**src/design/per_pixel_temporal_median_unit_defines.svh**
```systemverilog
// Assertion macros shared by the temporal median design.
// Depends on nothing; the including module must have clk and rst_n in scope.
`ifndef PER_PIXEL_TEMPORAL_MEDIAN_UNIT_DEFINES_SVH
`define PER_PIXEL_TEMPORAL_MEDIAN_UNIT_DEFINES_SVH

// Same-cycle implication, checked on every rising edge outside reset.
`define PPTM_ASSERT_IMP(lbl, ante, cons, msg) \
  lbl: assert property (@(posedge clk) disable iff (!rst_n) (ante) |-> (cons)) \
    else $error(msg);

// Next-cycle implication, checked on every rising edge outside reset.
`define PPTM_ASSERT_NXT(lbl, ante, cons, msg) \
  lbl: assert property (@(posedge clk) disable iff (!rst_n) (ante) |=> (cons)) \
    else $error(msg);

`endif

```
**src/design/pptm_pkg.sv**
```systemverilog
// Types and constants of the per-pixel temporal median unit.
// Depends on nothing; used by every module of the design.
`default_nettype none

package pptm_pkg;

  // Window length in frames and number of pixel positions per frame.
  localparam int WINDOW       = 15;
  localparam int FRAME_PIXELS = 65536;

  // Derived widths and positions.
  localparam int ADDR_W = $clog2(FRAME_PIXELS);
  localparam int AGE_W  = $clog2(WINDOW);
  localparam int IDX_W  = $clog2(WINDOW);
  localparam int MID    = WINDOW / 2;
  localparam int NEWEST = WINDOW - 1;

  typedef logic [7:0]       pix_t;
  typedef logic [AGE_W-1:0] age_t;
  typedef logic [ADDR_W-1:0] addr_t;

  // One position's full window, sorted by value.
  typedef struct packed {
    pix_t [WINDOW-1:0] vals;
    age_t [WINDOW-1:0] ages;
  } row_t;

  // A window with its oldest entry taken out and the ages already aged.
  typedef struct packed {
    pix_t [WINDOW-2:0] vals;
    age_t [WINDOW-2:0] ages;
  } rem_t;

endpackage

`default_nettype wire

```
**src/design/pptm_insert.sv**
```systemverilog
// Inserts the new pixel word after all strictly smaller entries of a window.
// Depends on pptm_pkg.
`default_nettype none

module pptm_insert
  import pptm_pkg::*;
(
  input  rem_t rem_row,
  input  pix_t new_val,
  output row_t new_row
);

  logic [WINDOW-2:0] lt;
  logic [WINDOW-2:0] sfx;

  // Compare every remaining entry with the new value.
  always_comb begin
    for (int k = 0; k < WINDOW - 1; k++) begin
      lt[k] = rem_row.vals[k] < new_val;
    end
  end

  // The insert position lies above entry k when any entry from k up is smaller.
  always_comb begin
    for (int k = 0; k < WINDOW - 1; k++) begin
      sfx[k] = |(lt >> k);
    end
  end

  // Build the updated row: entries below the position stay, the new value
  // takes the position, and the entries above it move up by one.
  always_comb begin
    if (sfx[0]) begin
      new_row.vals[0] = rem_row.vals[0];
      new_row.ages[0] = rem_row.ages[0];
    end else begin
      new_row.vals[0] = new_val;
      new_row.ages[0] = AGE_W'(NEWEST);
    end
    for (int k = 1; k < WINDOW - 1; k++) begin
      if (sfx[k]) begin
        new_row.vals[k] = rem_row.vals[k];
        new_row.ages[k] = rem_row.ages[k];
      end else if (sfx[k-1]) begin
        new_row.vals[k] = new_val;
        new_row.ages[k] = AGE_W'(NEWEST);
      end else begin
        new_row.vals[k] = rem_row.vals[k-1];
        new_row.ages[k] = rem_row.ages[k-1];
      end
    end
    if (sfx[WINDOW-2]) begin
      new_row.vals[WINDOW-1] = new_val;
      new_row.ages[WINDOW-1] = AGE_W'(NEWEST);
    end else begin
      new_row.vals[WINDOW-1] = rem_row.vals[WINDOW-2];
      new_row.ages[WINDOW-1] = rem_row.ages[WINDOW-2];
    end
  end

endmodule

`default_nettype wire

```
**config.mk**
```make
export PLATFORM = sky130hd
export DESIGN_NAME = pptm_insert
export DESIGN_NICKNAME = d
export VERILOG_FILES = /design/src/design/per_pixel_temporal_median_unit_defines.svh /design/src/design/pptm_pkg.sv /design/src/design/pptm_insert.sv
export SDC_FILE = /design/constraint.sdc
export NUM_CORES = 1
export LEC_CHECK = 0
export ABC_AREA = 0
export BUFFER_PORTS_ARGS = -buffer_cell sky130_fd_sc_hd__buf_2
export CAP_MARGIN = 40
export CORE_AREA = 2 2 138 140
export DETAILED_ROUTE_END_ITERATION = 10
export DIE_AREA = 0 0 140 142
export MAX_ROUTING_LAYER = met4
export PLACE_DENSITY = 0.62
export SLEW_MARGIN = 20
export SYNTH_ARGS = -nofsm -noshare
export SYNTH_HDL_FRONTEND = slang
export SYNTH_SLANG_ARGS = --single-unit
```
**constraint.sdc**
```tcl
create_clock -name vclk -period 7
set_clock_uncertainty 0.1 [all_clocks]
set_input_delay 0.7 -clock vclk [all_inputs]
set_output_delay 0.7 -clock vclk [all_outputs]
set_load 0.05 [all_outputs]
```
==> reports/qor.yml <==
critical_path_class: "input pin to output pin"
grt_pass1_wl_mm: 40.5
rsz0062_at_grt: "false"
synth_cells: 807
muxShareOfSynthArea_pct: 23.9
final_core_util_pct: 40.5
status: "finished, violations left"
ys_top_cells_by_area: "ha_1 23%, mux2i_1 20%, o21ai_0 12%"
setup.worst_path.start_class: "input pin"
pre_cts_slack_ns: 1.19
grt_pass1_vias: 6854
wl_per_cell_um: 20.4
finalCritPeriodShare_pct: 83.7
cpMostUsedCell: "buf_2"
synth_adder_area_share_pct: 22.6
ant_nets: 0
overflow: 0
maxCapViolations: 0
end_kind: "output pin"
numPortBuffers: 356
synth_compound_area_share_pct: 25.8
synth-xor-area-share_pct: 0
crit_chain: "buf_2, inv_1, ha_1, nand2_1, nor2_1, a31oi_2, buf_6, nor3_4, buf_4, nand4_4, nor4_4, mux2_2, buf_2"
clockBufferCount: 0
cts_resized: 0
synth-simple-area-share_pct: 21.8
layout_common_cells: "356 x buf_2, 134 x o21ai_0, 116 x nand2_1, 108 x mux2i_1, 98 x ha_1"
final-setup-viol-count: 0
crit_slowest_cell: "nor4_4"
violations: "DRC"
synth_top_area_share_pct: 22.6
die_area_mm2: 0.0199
postPlaceCellArea_mm2: 0.00746
register_area_um2: 0
arrival_ns: 5.06
core_area_mm2: 0.0185
ios: 356
flops_and_latches: 0
synthesis.area_mm2: 0.00542
fp.dieH_um: 142
initial_utilization_pct: 29.3
drive_gt1_share_pct: 36.6
final_nets: 1408
relSlewSlack_pct: 44.9
synth_cell_types: 48
grt_max_degree: 39
finalWorstSetupSlack_ns: 1.14
hpwlAfterDp_mm: 22.3
dr.first_iter.drc_count: 554
design_area_mm2: 0.00748
synth_top_family_by_area: "compound AO/OA/AOI/OAI gates"
required_ns: 6.20
grt_use_total_pct: 26.8
rows: 50
max_clock_freq_ghz: 0.171
cts_setup_buffers: 0
vias: 7286
holdCritPathClass: "input pin to output pin"
finalPower_mw: 0.837
final_hold_viol_count: 0
drv_slew: 0
power_density_mw_per_mm2: 112
yosysTopAreaCell: "ha_1"
final_common_cell: "buf_2"
post-route-drc-count: 20
avgSynthCellArea_um2: 6.71
routed_wl_mm: 27.8
hold_buffers: 0
diodes: 0
critical_path.max_fanout: 37
drt_first_pass_iters: 9
syn-num-nets: 1081
via_per_inst: 5.33
p_leak_nw: 4.24
yosysSeqAreaShare_pct: 0
die_w_um: 140
fill_cells: 2018
period_needed_ns: 5.86
ys_warn_count: 0
finalSetupTns_ns: 0
syn_to_final_growth_pct: 38.0
finalWeightedCongestion: 0.932
antenna_found_initial: 0
ir_worst_vdd_mv: 0.0782
cpPeakStageDelay_ns: 0.83
worstMarginPinSlew_ns: 0.824
[layer usage]
| metal | vias up | share of wire, % | global-route usage [%] |
|---|---|---|---|
| li1 | 3572 | - | - |
| met1 | 3367 | 45 | 35.7 |
| met2 | 310 | 47 | 45.4 |
| met3 | 37 | 5.7 | 2.05 |
| met4 | 0 | 2.0 | 4.20 |
| met5 | - | 0 | - |
[per-stage QoR]
stage,instances,hold slack [ns]
final,1366,1.71
after global routing,1366,1.73
after CTS,1365,1.72
after detailed placement,1365,1.71
after global placement,1359,1.71
after floorplan,807,1.55
[critical path: cells and delay by family]
family                     cells  cell delay [ns]
muxes                          1             0.41
adders and majority gates      1             0.44
buffers and inverters          5             1.64
AOI/OAI and AO/OA              1             0.20
and+or+nand+nor                5             1.61
[worst paths after layout]
path / cells past startpoint / from / slack [ns] / end
max: 13 / new_val[4] / 1.14 / new_row[67]
min: 4 / rem_row[54] / 1.71 / new_row[54]
[where the power goes]
part	internal (mW)	switching [mW]	leakage (nW)	total [mW]
logic	0.248	0.589	4.24	0.837
registers	0	0	0	0
clock network	0	0	0	0
total	0.248	0.589	4.24	0.837
[layout make-up]
| class | count | area [µm²] | share of cell area [%] |
|---|---|---|---|
| Timing Repair Buffer | 378 | 1980 | 26.4 |
| Multi-Input combinational cell | 733 | 5130 | 68.6 |
| Tap cell | 234 | 293 | 3.92 |
| Inverter | 21 | 78.8 | 1.05 |
[synthesized netlist by cell type, types with 2 or more instances]
library cell and count:
nand2b_1 9, o21ai_1 12, a211oi_1 13, o21ai_0 134
mux2_2 13, nand2_1 116, and3_1 2, buf_2 12
o22a_1 6, nor2_1 86, nor3_1 6, mux2_1 6
inv_1 20, a21oi_1 55, nand3_1 3, nor3_4 2
nand4_1 7, nor2b_1 13, a21o_1 10, mux2i_1 108
a2bb2oi_1 3, o31a_1 3, ha_1 98, buf_6 3
clkbuf_1 33, or2_0 2, buf_1 4, or2_2 8
[cells by family after synthesis]
group | after synthesis
AND/OR/NAND/NOR | 261
AO/OA/AOI/OAI | 247
adder cells (fa/ha/maj) | 98
buffers and inverters | 74
multiplexers | 127
(Power assumes the default switching activity.)
